$ cat config.mk
export PLATFORM = sky130hd
export DESIGN_NAME = body_to_world_velocity_rotation_core
export DESIGN_NICKNAME = d
export VERILOG_FILES = /design/src/bwvr_pkg.sv /design/src/bwvr_dp.sv /design/src/bwvr_ctrl.sv /design/src/body_to_world_velocity_rotation_core.sv
export VERILOG_INCLUDE_DIRS = /design/src /design/src/src
export SDC_FILE = /design/constraint.sdc
export NUM_CORES = 2
export LEC_CHECK = 0
export ABC_CLOCK_PERIOD_IN_PS = 15050
export CAP_MARGIN = 0
export CORE_MARGIN = 10
export CORE_UTILIZATION = 66
export DETAILED_ROUTE_END_ITERATION = 6
export DONT_BUFFER_PORTS = 1
export PLACE_DENSITY_LB_ADDON = 0.25
export SETUP_SLACK_MARGIN = 0.1
export SYNTH_ARGS = -nofsm -noshare
export SYNTH_HDL_FRONTEND = slang
export SYNTH_SLANG_ARGS = --single-unit
$ cat constraint.sdc
create_clock -name clk -period 15.05 [get_ports clk]
set_input_delay 3.01 -clock clk [delete_from_list [all_inputs] [get_ports clk]]
set_output_delay 3.01 -clock clk [all_outputs]
set_load 0.005 [all_outputs]
$ cat src/body_to_world_velocity_rotation_core_macros.svh
// assertion helpers used by the sequencer
`ifndef BODY_TO_WORLD_VELOCITY_ROTATION_CORE_MACROS_SVH
`define BODY_TO_WORLD_VELOCITY_ROTATION_CORE_MACROS_SVH

`ifndef ASSERT_OFF
// checked property, disabled while reset is asserted
`define BWVR_ASSERT(lbl, clk, rst_n, prop, msg) \
    lbl: assert property (@(posedge clk) disable iff (!rst_n) (prop)) else $error(msg);
// checked property, also checked during reset
`define BWVR_ASSERT_ALWAYS(lbl, clk, prop, msg) \
    lbl: assert property (@(posedge clk) (prop)) else $error(msg);
`else
`define BWVR_ASSERT(lbl, clk, rst_n, prop, msg)
`define BWVR_ASSERT_ALWAYS(lbl, clk, prop, msg)
`endif

`endif

$ cat src/bwvr_pkg.sv
package bwvr_pkg;

    // item modes
    localparam logic [1:0] MODE_ATT  = 2'd0;
    localparam logic [1:0] MODE_VEL  = 2'd1;
    localparam logic [1:0] MODE_TICK = 2'd2;

    // datapath widths
    localparam int TAB_IDX_W = 5;
    localparam int CORDIC_W  = 37;
    localparam int ZW        = 33;
    localparam int ACC_W     = 50;
    localparam int NUM_W     = 34;

    // fixed point constants
    localparam logic signed [NUM_W-1:0]    ONE_Q30   = 34'sd1073741824;
    localparam logic signed [CORDIC_W-1:0] KINV_Q30  = 37'sd652032874;
    localparam logic signed [ZW-1:0]       Z_QUARTER = 33'sh0_4000_0000;
    localparam logic signed [ZW-1:0]       Z_HALF    = 33'sh0_8000_0000;
    localparam logic signed [ACC_W-1:0]    RND_HALF  = 50'sd536870912;

    typedef struct packed {
        logic [1:0]         mode;
        logic signed [15:0] quat_w;
        logic signed [15:0] quat_x;
        logic signed [15:0] quat_y;
        logic signed [15:0] quat_z;
        logic signed [15:0] cmd_lin_x;
        logic signed [15:0] cmd_lin_y;
        logic signed [15:0] cmd_lin_z;
        logic signed [15:0] cmd_yaw_rate;
    } in_item_t;

    typedef struct packed {
        logic signed [15:0] world_vel_x;
        logic signed [15:0] world_vel_y;
        logic signed [15:0] world_vel_z;
        logic signed [15:0] yaw_rate_out;
    } out_item_t;

    typedef enum logic [3:0] {
        ST_IDLE,
        ST_ATT_MUL,
        ST_VEC_LOAD,
        ST_VEC_ITER,
        ST_VEC_DONE,
        ST_ROT_LOAD,
        ST_ROT_ITER,
        ST_ROT_MUL,
        ST_OUT
    } ctrl_state_t;

    typedef enum logic [2:0] {
        MUL_W_QZ,
        MUL_X_Y,
        MUL_Y_Y,
        MUL_Z_Z,
        MUL_BX_C,
        MUL_BY_S,
        MUL_BX_S,
        MUL_BY_C
    } mul_sel_t;

    typedef enum logic [1:0] {
        ACC_HOLD,
        ACC_LOAD,
        ACC_ADD,
        ACC_SUB
    } acc_op_t;

    typedef struct packed {
        logic     capture_quat;
        logic     write_vel;
        mul_sel_t mul_sel;
        acc_op_t  acc_op;
        logic     save_num;
        logic     load_vec;
        logic     load_rot;
        logic     cordic_step;
        logic     write_heading;
        logic     save_res_x;
        logic     load_out;
    } dp_cmd_t;

    // arctangent of 2^-i as a 32-bit binary angle
    function automatic logic [31:0] atan_entry(input logic [TAB_IDX_W-1:0] i);
        logic [31:0] v;
        case (i)
            5'd0:    v = 32'd536870912;
            5'd1:    v = 32'd316933406;
            5'd2:    v = 32'd167458907;
            5'd3:    v = 32'd85004756;
            5'd4:    v = 32'd42667331;
            5'd5:    v = 32'd21354465;
            5'd6:    v = 32'd10679838;
            5'd7:    v = 32'd5340245;
            5'd8:    v = 32'd2670163;
            5'd9:    v = 32'd1335087;
            5'd10:   v = 32'd667544;
            5'd11:   v = 32'd333772;
            5'd12:   v = 32'd166886;
            5'd13:   v = 32'd83443;
            5'd14:   v = 32'd41722;
            5'd15:   v = 32'd20861;
            5'd16:   v = 32'd10430;
            5'd17:   v = 32'd5215;
            5'd18:   v = 32'd2608;
            5'd19:   v = 32'd1304;
            5'd20:   v = 32'd652;
            5'd21:   v = 32'd326;
            5'd22:   v = 32'd163;
            5'd23:   v = 32'd81;
            default: v = 32'd0;
        endcase
        return v;
    endfunction

endpackage

$ cat src/bwvr_dp.sv
module bwvr_dp
    import bwvr_pkg::*;
#(
    parameter int STEP_W = 4
)
(
    input  logic              clk,
    input  logic              rst_n,
    input  in_item_t          in_data,
    input  dp_cmd_t           cmd,
    input  logic [STEP_W-1:0] step_idx,
    output out_item_t         out_data
);

    // negate with saturation of the most negative value
    function automatic logic signed [15:0] neg_sat16(input logic signed [15:0] v);
        logic signed [15:0] r;
        if (v == -16'sd32768)
        begin
            r = 16'sd32767;
        end
        else
        begin
            r = -v;
        end
        return r;
    endfunction

    // round a q30 product sum to the output scale and saturate
    function automatic logic signed [15:0] round_sat(input logic signed [ACC_W-1:0] v);
        logic signed [ACC_W-1:0] t;
        logic signed [ACC_W-31:0] r;
        logic signed [15:0] s;
        t = v + RND_HALF;
        r = t[ACC_W-1:30];
        if (r > 20'sd32767)
        begin
            s = 16'sd32767;
        end
        else if (r < -20'sd32768)
        begin
            s = -16'sd32768;
        end
        else
        begin
            s = r[15:0];
        end
        return s;
    endfunction

    // architectural state
    logic signed [15:0] body_x_reg, body_y_reg, body_z_reg, held_rate_reg;
    logic [15:0]        heading_reg;

    // working registers
    logic signed [15:0]         q_w_reg, q_x_reg, q_y_reg, q_z_reg;
    logic signed [ACC_W-1:0]    acc_reg, acc_next;
    logic signed [NUM_W-1:0]    num_reg;
    logic signed [CORDIC_W-1:0] cx_reg, cy_reg, cx_next, cy_next;
    logic signed [ZW-1:0]       cz_reg, cz_next;
    logic                       vec_mode_reg, vec_mode_next;
    logic                       flip_reg, flip_next;
    logic                       zero_reg, zero_next;
    logic signed [15:0]         res_x_reg;
    out_item_t                  out_reg;
    logic [15:0]                heading_next;

    // multiplier operand select
    logic signed [15:0]      mul_a;
    logic signed [31:0]      mul_b;
    logic signed [47:0]      prod;
    logic signed [ACC_W-1:0] prod_ext, term;
    logic                    rot_sel, negate;

    always_comb
    begin
        rot_sel = 1'b1;
        case (cmd.mul_sel)
            MUL_W_QZ:
            begin
                mul_a = q_w_reg;
                mul_b = {{16{q_z_reg[15]}}, q_z_reg};
                rot_sel = 1'b0;
            end
            MUL_X_Y:
            begin
                mul_a = q_x_reg;
                mul_b = {{16{q_y_reg[15]}}, q_y_reg};
                rot_sel = 1'b0;
            end
            MUL_Y_Y:
            begin
                mul_a = q_y_reg;
                mul_b = {{16{q_y_reg[15]}}, q_y_reg};
                rot_sel = 1'b0;
            end
            MUL_Z_Z:
            begin
                mul_a = q_z_reg;
                mul_b = {{16{q_z_reg[15]}}, q_z_reg};
                rot_sel = 1'b0;
            end
            MUL_BX_C:
            begin
                mul_a = body_x_reg;
                mul_b = cx_reg[31:0];
            end
            MUL_BY_S:
            begin
                mul_a = body_y_reg;
                mul_b = cy_reg[31:0];
            end
            MUL_BX_S:
            begin
                mul_a = body_x_reg;
                mul_b = cy_reg[31:0];
            end
            MUL_BY_C:
            begin
                mul_a = body_y_reg;
                mul_b = cx_reg[31:0];
            end
            default:
            begin
                mul_a = q_w_reg;
                mul_b = cx_reg[31:0];
            end
        endcase
    end

    assign prod     = mul_a * mul_b;
    assign prod_ext = {{(ACC_W-48){prod[47]}}, prod};
    // folded angle negates sine and cosine, applied as a sign on the product
    assign negate   = (cmd.acc_op == ACC_SUB) ^ (rot_sel & flip_reg);
    assign term     = negate ? -prod_ext : prod_ext;

    // accumulator
    always_comb
    begin
        case (cmd.acc_op)
            ACC_HOLD: acc_next = acc_reg;
            ACC_LOAD: acc_next = term;
            ACC_ADD:  acc_next = acc_reg + term;
            ACC_SUB:  acc_next = acc_reg + term;
            default:  acc_next = acc_reg;
        endcase
    end

    // atan2 operands and vectoring start
    logic signed [NUM_W-1:0]    den;
    logic signed [CORDIC_W-1:0] den_ext, num_ext;
    assign den     = ONE_Q30 - {acc_reg[32:0], 1'b0};
    assign den_ext = {{(CORDIC_W-NUM_W){den[NUM_W-1]}}, den};
    assign num_ext = {{(CORDIC_W-NUM_W){num_reg[NUM_W-1]}}, num_reg};

    // rotation start: heading widened to a 32-bit angle
    logic signed [ZW-1:0] z_head;
    assign z_head = {heading_reg[15], heading_reg, 16'h0000};

    // one shared cordic step
    logic signed [CORDIC_W-1:0] xs, ys;
    logic signed [ZW-1:0]       atan_ext;
    logic                       up;
    assign xs       = cx_reg >>> step_idx;
    assign ys       = cy_reg >>> step_idx;
    assign atan_ext = {1'b0, atan_entry(TAB_IDX_W'(step_idx))};
    assign up       = vec_mode_reg ? cy_reg[CORDIC_W-1] : ~cz_reg[ZW-1];

    always_comb
    begin
        cx_next       = cx_reg;
        cy_next       = cy_reg;
        cz_next       = cz_reg;
        vec_mode_next = vec_mode_reg;
        flip_next     = flip_reg;
        zero_next     = zero_reg;
        if (cmd.load_vec)
        begin
            vec_mode_next = 1'b1;
            zero_next     = (num_reg == '0) && (den == '0);
            if (den[NUM_W-1])
            begin
                cx_next = -den_ext;
                cy_next = -num_ext;
                cz_next = Z_HALF;
            end
            else
            begin
                cx_next = den_ext;
                cy_next = num_ext;
                cz_next = '0;
            end
        end
        else if (cmd.load_rot)
        begin
            vec_mode_next = 1'b0;
            cx_next       = KINV_Q30;
            cy_next       = '0;
            if (z_head > Z_QUARTER)
            begin
                cz_next   = z_head - Z_HALF;
                flip_next = 1'b1;
            end
            else if (z_head < -Z_QUARTER)
            begin
                cz_next   = z_head + Z_HALF;
                flip_next = 1'b1;
            end
            else
            begin
                cz_next   = z_head;
                flip_next = 1'b0;
            end
        end
        else if (cmd.cordic_step)
        begin
            if (up)
            begin
                cx_next = cx_reg - ys;
                cy_next = cy_reg + xs;
                cz_next = cz_reg - atan_ext;
            end
            else
            begin
                cx_next = cx_reg + ys;
                cy_next = cy_reg - xs;
                cz_next = cz_reg + atan_ext;
            end
        end
    end

    // yaw rounded to 16 bits, heading is its negation (zero when both atan2 operands are zero)
    logic [31:0] yaw_sum;
    assign yaw_sum      = cz_reg[31:0] + 32'h0000_8000;
    assign heading_next = zero_reg ? 16'h0000 : 16'h0000 - yaw_sum[31:16];

    // architectural state registers
    always_ff @(posedge clk or negedge rst_n)
    begin
        if (!rst_n)
        begin
            body_x_reg    <= '0;
            body_y_reg    <= '0;
            body_z_reg    <= '0;
            held_rate_reg <= '0;
            heading_reg   <= '0;
        end
        else
        begin
            if (cmd.write_vel)
            begin
                body_x_reg    <= neg_sat16(in_data.cmd_lin_y);
                body_y_reg    <= in_data.cmd_lin_x;
                body_z_reg    <= neg_sat16(in_data.cmd_lin_z);
                held_rate_reg <= in_data.cmd_yaw_rate;
            end
            if (cmd.write_heading)
            begin
                heading_reg <= heading_next;
            end
        end
    end

    // working registers
    always_ff @(posedge clk)
    begin
        if (cmd.capture_quat)
        begin
            q_w_reg <= in_data.quat_w;
            q_x_reg <= in_data.quat_x;
            q_y_reg <= in_data.quat_y;
            q_z_reg <= in_data.quat_z;
        end
        if (cmd.save_num)
        begin
            num_reg <= {acc_reg[32:0], 1'b0};
        end
        if (cmd.save_res_x)
        begin
            res_x_reg <= round_sat(acc_reg);
        end
        if (cmd.load_out)
        begin
            out_reg.world_vel_x  <= res_x_reg;
            out_reg.world_vel_y  <= round_sat(acc_reg);
            out_reg.world_vel_z  <= body_z_reg;
            out_reg.yaw_rate_out <= held_rate_reg;
        end
        acc_reg      <= acc_next;
        cx_reg       <= cx_next;
        cy_reg       <= cy_next;
        cz_reg       <= cz_next;
        vec_mode_reg <= vec_mode_next;
        flip_reg     <= flip_next;
        zero_reg     <= zero_next;
    end

    assign out_data = out_reg;

endmodule

$ cat src/bwvr_ctrl.sv
`include "body_to_world_velocity_rotation_core_macros.svh"

module bwvr_ctrl
    import bwvr_pkg::*;
#(
    parameter int CORDIC_STEPS = 16,
    parameter int STEP_W       = 4
)
(
    input  logic              clk,
    input  logic              rst_n,
    input  logic              in_valid,
    input  logic [1:0]        in_mode,
    output logic              in_ready,
    output logic              out_valid,
    input  logic              out_ready,
    input  logic              cfg_we,
    input  logic              cfg_data,
    output dp_cmd_t           cmd,
    output logic [STEP_W-1:0] step_idx
);

    localparam logic [STEP_W-1:0] LAST_STEP = STEP_W'(CORDIC_STEPS - 1);

    ctrl_state_t       state_reg, state_next;
    logic [STEP_W-1:0] cnt_reg, cnt_next;
    logic              out_valid_reg, out_valid_next;
    logic              out_en_reg;

    // state, counter, output flag and output enable
    always_ff @(posedge clk or negedge rst_n)
    begin
        if (!rst_n)
        begin
            state_reg     <= ST_IDLE;
            cnt_reg       <= '0;
            out_valid_reg <= 1'b0;
            out_en_reg    <= 1'b0;
        end
        else
        begin
            state_reg     <= state_next;
            cnt_reg       <= cnt_next;
            out_valid_reg <= out_valid_next;
            if (cfg_we)
            begin
                out_en_reg <= cfg_data;
            end
        end
    end

    // next state and datapath commands
    always_comb
    begin
        state_next = state_reg;
        cnt_next   = cnt_reg;
        cmd        = '0;
        in_ready   = 1'b0;
        case (state_reg)
            ST_IDLE:
            begin
                in_ready = 1'b1;
                cnt_next = '0;
                if (in_valid)
                begin
                    case (in_mode)
                        MODE_ATT:
                        begin
                            cmd.capture_quat = 1'b1;
                            state_next       = ST_ATT_MUL;
                        end
                        MODE_VEL:
                        begin
                            cmd.write_vel = 1'b1;
                        end
                        MODE_TICK:
                        begin
                            if (out_en_reg)
                            begin
                                state_next = ST_ROT_LOAD;
                            end
                        end
                        default:
                        begin
                        end
                    endcase
                end
            end
            ST_ATT_MUL:
            begin
                cnt_next = cnt_reg + 1'b1;
                case (cnt_reg[1:0])
                    2'd0:
                    begin
                        cmd.mul_sel = MUL_W_QZ;
                        cmd.acc_op  = ACC_LOAD;
                    end
                    2'd1:
                    begin
                        cmd.mul_sel = MUL_X_Y;
                        cmd.acc_op  = ACC_ADD;
                    end
                    2'd2:
                    begin
                        cmd.save_num = 1'b1;
                        cmd.mul_sel  = MUL_Y_Y;
                        cmd.acc_op   = ACC_LOAD;
                    end
                    default:
                    begin
                        cmd.mul_sel = MUL_Z_Z;
                        cmd.acc_op  = ACC_ADD;
                        cnt_next    = '0;
                        state_next  = ST_VEC_LOAD;
                    end
                endcase
            end
            ST_VEC_LOAD:
            begin
                cmd.load_vec = 1'b1;
                state_next   = ST_VEC_ITER;
            end
            ST_VEC_ITER:
            begin
                cmd.cordic_step = 1'b1;
                if (cnt_reg == LAST_STEP)
                begin
                    cnt_next   = '0;
                    state_next = ST_VEC_DONE;
                end
                else
                begin
                    cnt_next = cnt_reg + 1'b1;
                end
            end
            ST_VEC_DONE:
            begin
                cmd.write_heading = 1'b1;
                state_next        = ST_IDLE;
            end
            ST_ROT_LOAD:
            begin
                cmd.load_rot = 1'b1;
                state_next   = ST_ROT_ITER;
            end
            ST_ROT_ITER:
            begin
                cmd.cordic_step = 1'b1;
                if (cnt_reg == LAST_STEP)
                begin
                    cnt_next   = '0;
                    state_next = ST_ROT_MUL;
                end
                else
                begin
                    cnt_next = cnt_reg + 1'b1;
                end
            end
            ST_ROT_MUL:
            begin
                cnt_next = cnt_reg + 1'b1;
                case (cnt_reg[1:0])
                    2'd0:
                    begin
                        cmd.mul_sel = MUL_BX_C;
                        cmd.acc_op  = ACC_LOAD;
                    end
                    2'd1:
                    begin
                        cmd.mul_sel = MUL_BY_S;
                        cmd.acc_op  = ACC_SUB;
                    end
                    2'd2:
                    begin
                        cmd.save_res_x = 1'b1;
                        cmd.mul_sel    = MUL_BX_S;
                        cmd.acc_op     = ACC_LOAD;
                    end
                    default:
                    begin
                        cmd.mul_sel = MUL_BY_C;
                        cmd.acc_op  = ACC_ADD;
                        cnt_next    = '0;
                        state_next  = ST_OUT;
                    end
                endcase
            end
            ST_OUT:
            begin
                // wait for the output register to free up
                if (!out_valid_reg || out_ready)
                begin
                    cmd.load_out = 1'b1;
                    state_next   = ST_IDLE;
                end
            end
            default:
            begin
                state_next = ST_IDLE;
            end
        endcase
    end

    // output register flag
    always_comb
    begin
        if (cmd.load_out)
        begin
            out_valid_next = 1'b1;
        end
        else if (out_ready)
        begin
            out_valid_next = 1'b0;
        end
        else
        begin
            out_valid_next = out_valid_reg;
        end
    end

    assign out_valid = out_valid_reg;
    assign step_idx  = cnt_reg;

    // checks
    `BWVR_ASSERT(a_att_start, clk, rst_n, (in_valid && in_ready && in_mode == MODE_ATT) |=> (state_reg == ST_ATT_MUL && cnt_reg == '0), "attitude request did not start the multiply phase")
    `BWVR_ASSERT(a_vel_done, clk, rst_n, (in_valid && in_ready && in_mode == MODE_VEL) |=> (state_reg == ST_IDLE), "velocity request did not complete in one cycle")
    `BWVR_ASSERT(a_tick_off, clk, rst_n, (in_valid && in_ready && in_mode == MODE_TICK && !out_en_reg) |=> (state_reg == ST_IDLE), "tick with output disabled started work")
    `BWVR_ASSERT_ALWAYS(a_out_src, clk, $rose(out_valid_reg) |-> $past(state_reg == ST_OUT), "result appeared outside the output state")
    `BWVR_ASSERT(a_iter_cnt, clk, rst_n, (state_reg == ST_VEC_ITER || state_reg == ST_ROT_ITER) |-> (cnt_reg <= LAST_STEP), "cordic step count ran past the last step")

endmodule

$ cat src/body_to_world_velocity_rotation_core.sv
// Body to world velocity rotation. Attitude requests (mode 0) turn a Q1.15 quaternion into
// the negated yaw, atan2(2(wz+xy), 1-2(y^2+z^2)), with a CORDIC vectoring pass. Velocity
// requests (mode 1) store the remapped Q8.8 command as they are taken. Tick requests
// (mode 2), while output_enable is set, get sine and cosine of the heading from a CORDIC
// rotation pass and apply them through a multiply-accumulate; the block is ready for the
// next request in the same cycle that out_valid rises. The result is held in an output
// register, so the next request is taken while it waits; a later tick stalls in its
// output state only while that register is still full. The datapath uses the single
// shared CORDIC unit, one iteration per cycle, and the one 16x32 multiplier that forms
// each product in its own cycle. Ticks with output disabled and mode 3 requests are
// dropped without a result.
module body_to_world_velocity_rotation_core
    import bwvr_pkg::*;
#(
    parameter int CORDIC_STEPS = 16
)
(
    input  logic      clk,
    input  logic      rst_n,
    input  logic      in_valid,
    output logic      in_ready,
    input  in_item_t  in_data,
    output logic      out_valid,
    input  logic      out_ready,
    output out_item_t out_data,
    input  logic      cfg_we,
    input  logic      cfg_data
);

    localparam int STEP_W = $clog2(CORDIC_STEPS);

    dp_cmd_t           cmd;
    logic [STEP_W-1:0] step_idx;

    // sequencer
    bwvr_ctrl #(
        .CORDIC_STEPS(CORDIC_STEPS),
        .STEP_W      (STEP_W)
    ) u_ctrl (
        .clk      (clk),
        .rst_n    (rst_n),
        .in_valid (in_valid),
        .in_mode  (in_data.mode),
        .in_ready (in_ready),
        .out_valid(out_valid),
        .out_ready(out_ready),
        .cfg_we   (cfg_we),
        .cfg_data (cfg_data),
        .cmd      (cmd),
        .step_idx (step_idx)
    );

    // arithmetic and state
    bwvr_dp #(
        .STEP_W(STEP_W)
    ) u_dp (
        .clk     (clk),
        .rst_n   (rst_n),
        .in_data (in_data),
        .cmd     (cmd),
        .step_idx(step_idx),
        .out_data(out_data)
    );

endmodule
==> impl_metrics.json <==
{
  "worst_path_largest_cell_delay_ns": 0.89,
  "ctsHtreeMaxLevel": 2,
  "die_area_um2": 92100,
  "ys.flop_type": "edfxtp_1",
  "drc": 0,
  "ios": 202,
  "synth-seq-cells": 427,
  "tightest_slew_ns": 1.24,
  "cts_resized": 0,
  "yosysSeqAreaShare_pct": 23.3,
  "wl_per_cell_um": 23.7,
  "synth_top_area_share_pct": 19.0,
  "synth_top_area_cell": "edfxtp_1",
  "antenna_found_initial": 7,
  "fillers": 6190,
  "initial_core_util_pct": 66.8,
  "clock-sinks": 427,
  "grt_max_degree": 91,
  "period_share_pct": 94.6,
  "synth_fa_ha_area_share_pct": 25.4,
  "post_synth_xor_area_fraction_pct": 7.69,
  "yosysMostFrequentCell": "nand2_1",
  "clk_latency_ns": 0.64,
  "largest_reg_flops": 64,
  "syn-num-nets": 6711,
  "min_period_ns": 14.23,
  "placeableCoreArea_um2": 79400,
  "yosys-mux-area-fraction_pct": 6.96,
  "synth_compound_area_share_pct": 14.3,
  "grt_overflow": 0,
  "gr-usage-all-layers_pct": 34.6,
  "relSlewSlack_pct": 17.1,
  "synth_cell_types": 110,
  "synth_edf_count": 336,
  "clockBufferDepth": 3,
  "synthTopCellsByArea": "edfxtp_1 (19%), fa_1 (18%), ha_1 (6.9%)",
  "regArea_um2": 12400,
  "final_net_count": 6589,
  "place_hpwl_mm": 125,
  "cp-start-kind": "flop",
  "crit_arrival_ns": 14.60,
  "multi_input_area_um2": 37300,
  "tns_ns": 0,
  "fmax_ghz": 0.0703,
  "clock-root-buffer": "clkbuf_16",
  "cp-end-kind": "flop",
  "io_buffers": 0,
  "hold_viol": 0,
  "cts-buffers-inserted": 50,
  "die_x_um": 304,
  "gp_congestion": 1.02,
  "synth_top_family_by_area": "adder cells",
  "rows": 103,
  "fin_skew_ns": 0.0514,
  "cp.required_ns": 15.42,
  "areaGrowthSynthToFinish_pct": 4.93,
  "worstPathMaxFanout": 33,
  "syn_area_um2": 53100,
  "yosys.area_share.simple_pct": 15.7,
  "critical_path_class": "reg -> reg",
  "rsz0062_at_grt": "no",
  "drtAntennaViolNets": 0,
  "outcome": "completed",
  "first_pass_iters": 7,
  "cts_tree": "built",
  "drive_above_1_share_pct": 7.58,
  "hold_path_class": "reg -> reg",
  "ys_warn_count": 0,
  "post_cts_buffers": 0,
  "drv_cap": 0,
  "cpMostUsedCell": "fa_1",
  "viasPerCell": 6.47,
  "path_clk_slew_ns": 0.06,
  "cts_hold_buffers": 0,
  "yosys-top-cells-count": "nand2_1 (658), inv_1 (656), fa_1 (490)",
  "grt_pass1_wl_mm": 247,
  "dpl_worst_slack_ns": 1.22,
  "routed_wl_mm": 161,
  "synth_area_per_cell_um2": 9.16,
  "postSynth.asyncResetShare_pct": 21.1,
  "finalSetupViolCount": 0,
  "finalWorstSetupSlack_ns": 0.820,
  "vias": 43800,
  "syn_inst": 5793,
  "chipHeight_um": 304,
  "slew_violations": 0,
  "grt_pass1_vias": 43400,
  "drt_iter0_markers": 4731,
  "cpMaxStageDelayCell": "o21a_1"
}
## layer usage
metal,vias to the layer above,wire (um),GRT usage (%)
li1,19600,-,-
met5,-,16,0
met3,528,16900,8.09
met4,2,10900,20.6
met1,21300,56800,41.6
met2,2349,76100,56.5
## layout by cell type, fill, tap and decap left out, types with 33 or more instances in the layout
master     instances
a211oi_1          36
a21oi_1          299
dfrtp_1           86
a21o_1           132
ha_1             292
nand3_1          111
mux4_2            86
a31oi_1           66
xor2_1           210
o21ai_0          233
inv_1            656
clkbuf_16         50
and3_1            56
edfxtp_1         336
mux2_2            86
nand2b_1          66
nor2b_1           53
nand2_1          656
fa_1             490
xnor2_1          252
or3_1             41
and2_1            85
nor2_1           460
o21a_1            58
o22ai_1           51
o31ai_1           33
nor3_1            83
mux2i_1           67
buf_4             81
## kinds of logic (layout without fill, tap and decap cells)
logic type / count (synthesis) / after routing
XOR/XNOR: 465 / 465
buffers and inverters: 916 / 836
flip-flops: 427 / 427
other: 0 / 7
adder cells (fa/ha/maj): 782 / 782
AO/OA/AOI/OAI: 1172 / 1172
AND/OR/NAND/NOR: 1783 / 1783
multiplexers: 248 / 248
## stage by stage
step	hold WS [ns]	cell area (um^2)	cells	utilization, %
after global placement	0.401	54000	6669	68.1
after floorplan	0.400	53100	5793	-
after CTS	0.417	55700	6763	70.1
after global routing	0.429	55700	6768	70.1
final	0.418	55700	6770	70.1
after detailed placement	0.405	54000	6669	68.1
## final timing paths
kind | to | depth (start not counted) | slack (ns) | from
setup / recovery | u_dp.acc_reg[44] | 44 | 0.82 | u_ctrl.step_idx[1]
min in group asynchronous | u_dp.heading_reg[3] | 0 | 2.07 | rst_n
setup reg to reg | u_dp.acc_reg[44] | 44 | 0.82 | u_ctrl.step_idx[1]
hold reg to reg | u_dp.out_data[58] | 0 | 0.42 | u_dp.res_x_reg[10]
hold / removal | u_dp.out_data[58] | 0 | 0.42 | u_dp.res_x_reg[10]
max in group asynchronous | u_dp.body_x_reg[5] | 0 | 12.80 | rst_n
## final cells by class
cell class / instances / share of cell area (%)
Antenna cell: 7 / 0.0315
Clock buffer: 66 / 2.54
Clock inverter: 28 / 0.360
Inverter: 661 / 4.46
Multi-Input combinational cell: 4450 / 66.9
Sequential cell: 427 / 22.2
Tap cell: 1050 / 2.36
Timing Repair Buffer: 81 / 1.09
## worst max-delay path, delay by kind of cell, from the launching register on
kind,cells,cell delay (ns)
adders and majority gates,9,4.55
and+or+nand+nor,14,3.22
AOI/OAI and AO/OA,13,4.33
xor gates and xnor gates,2,0.38
buffers and inverters,6,1.04
DFF,1,0.40
Power is left out: the tool's default activity adds up to more than one toggle a clock period on the data nets, which glitch-free logic cannot reach.
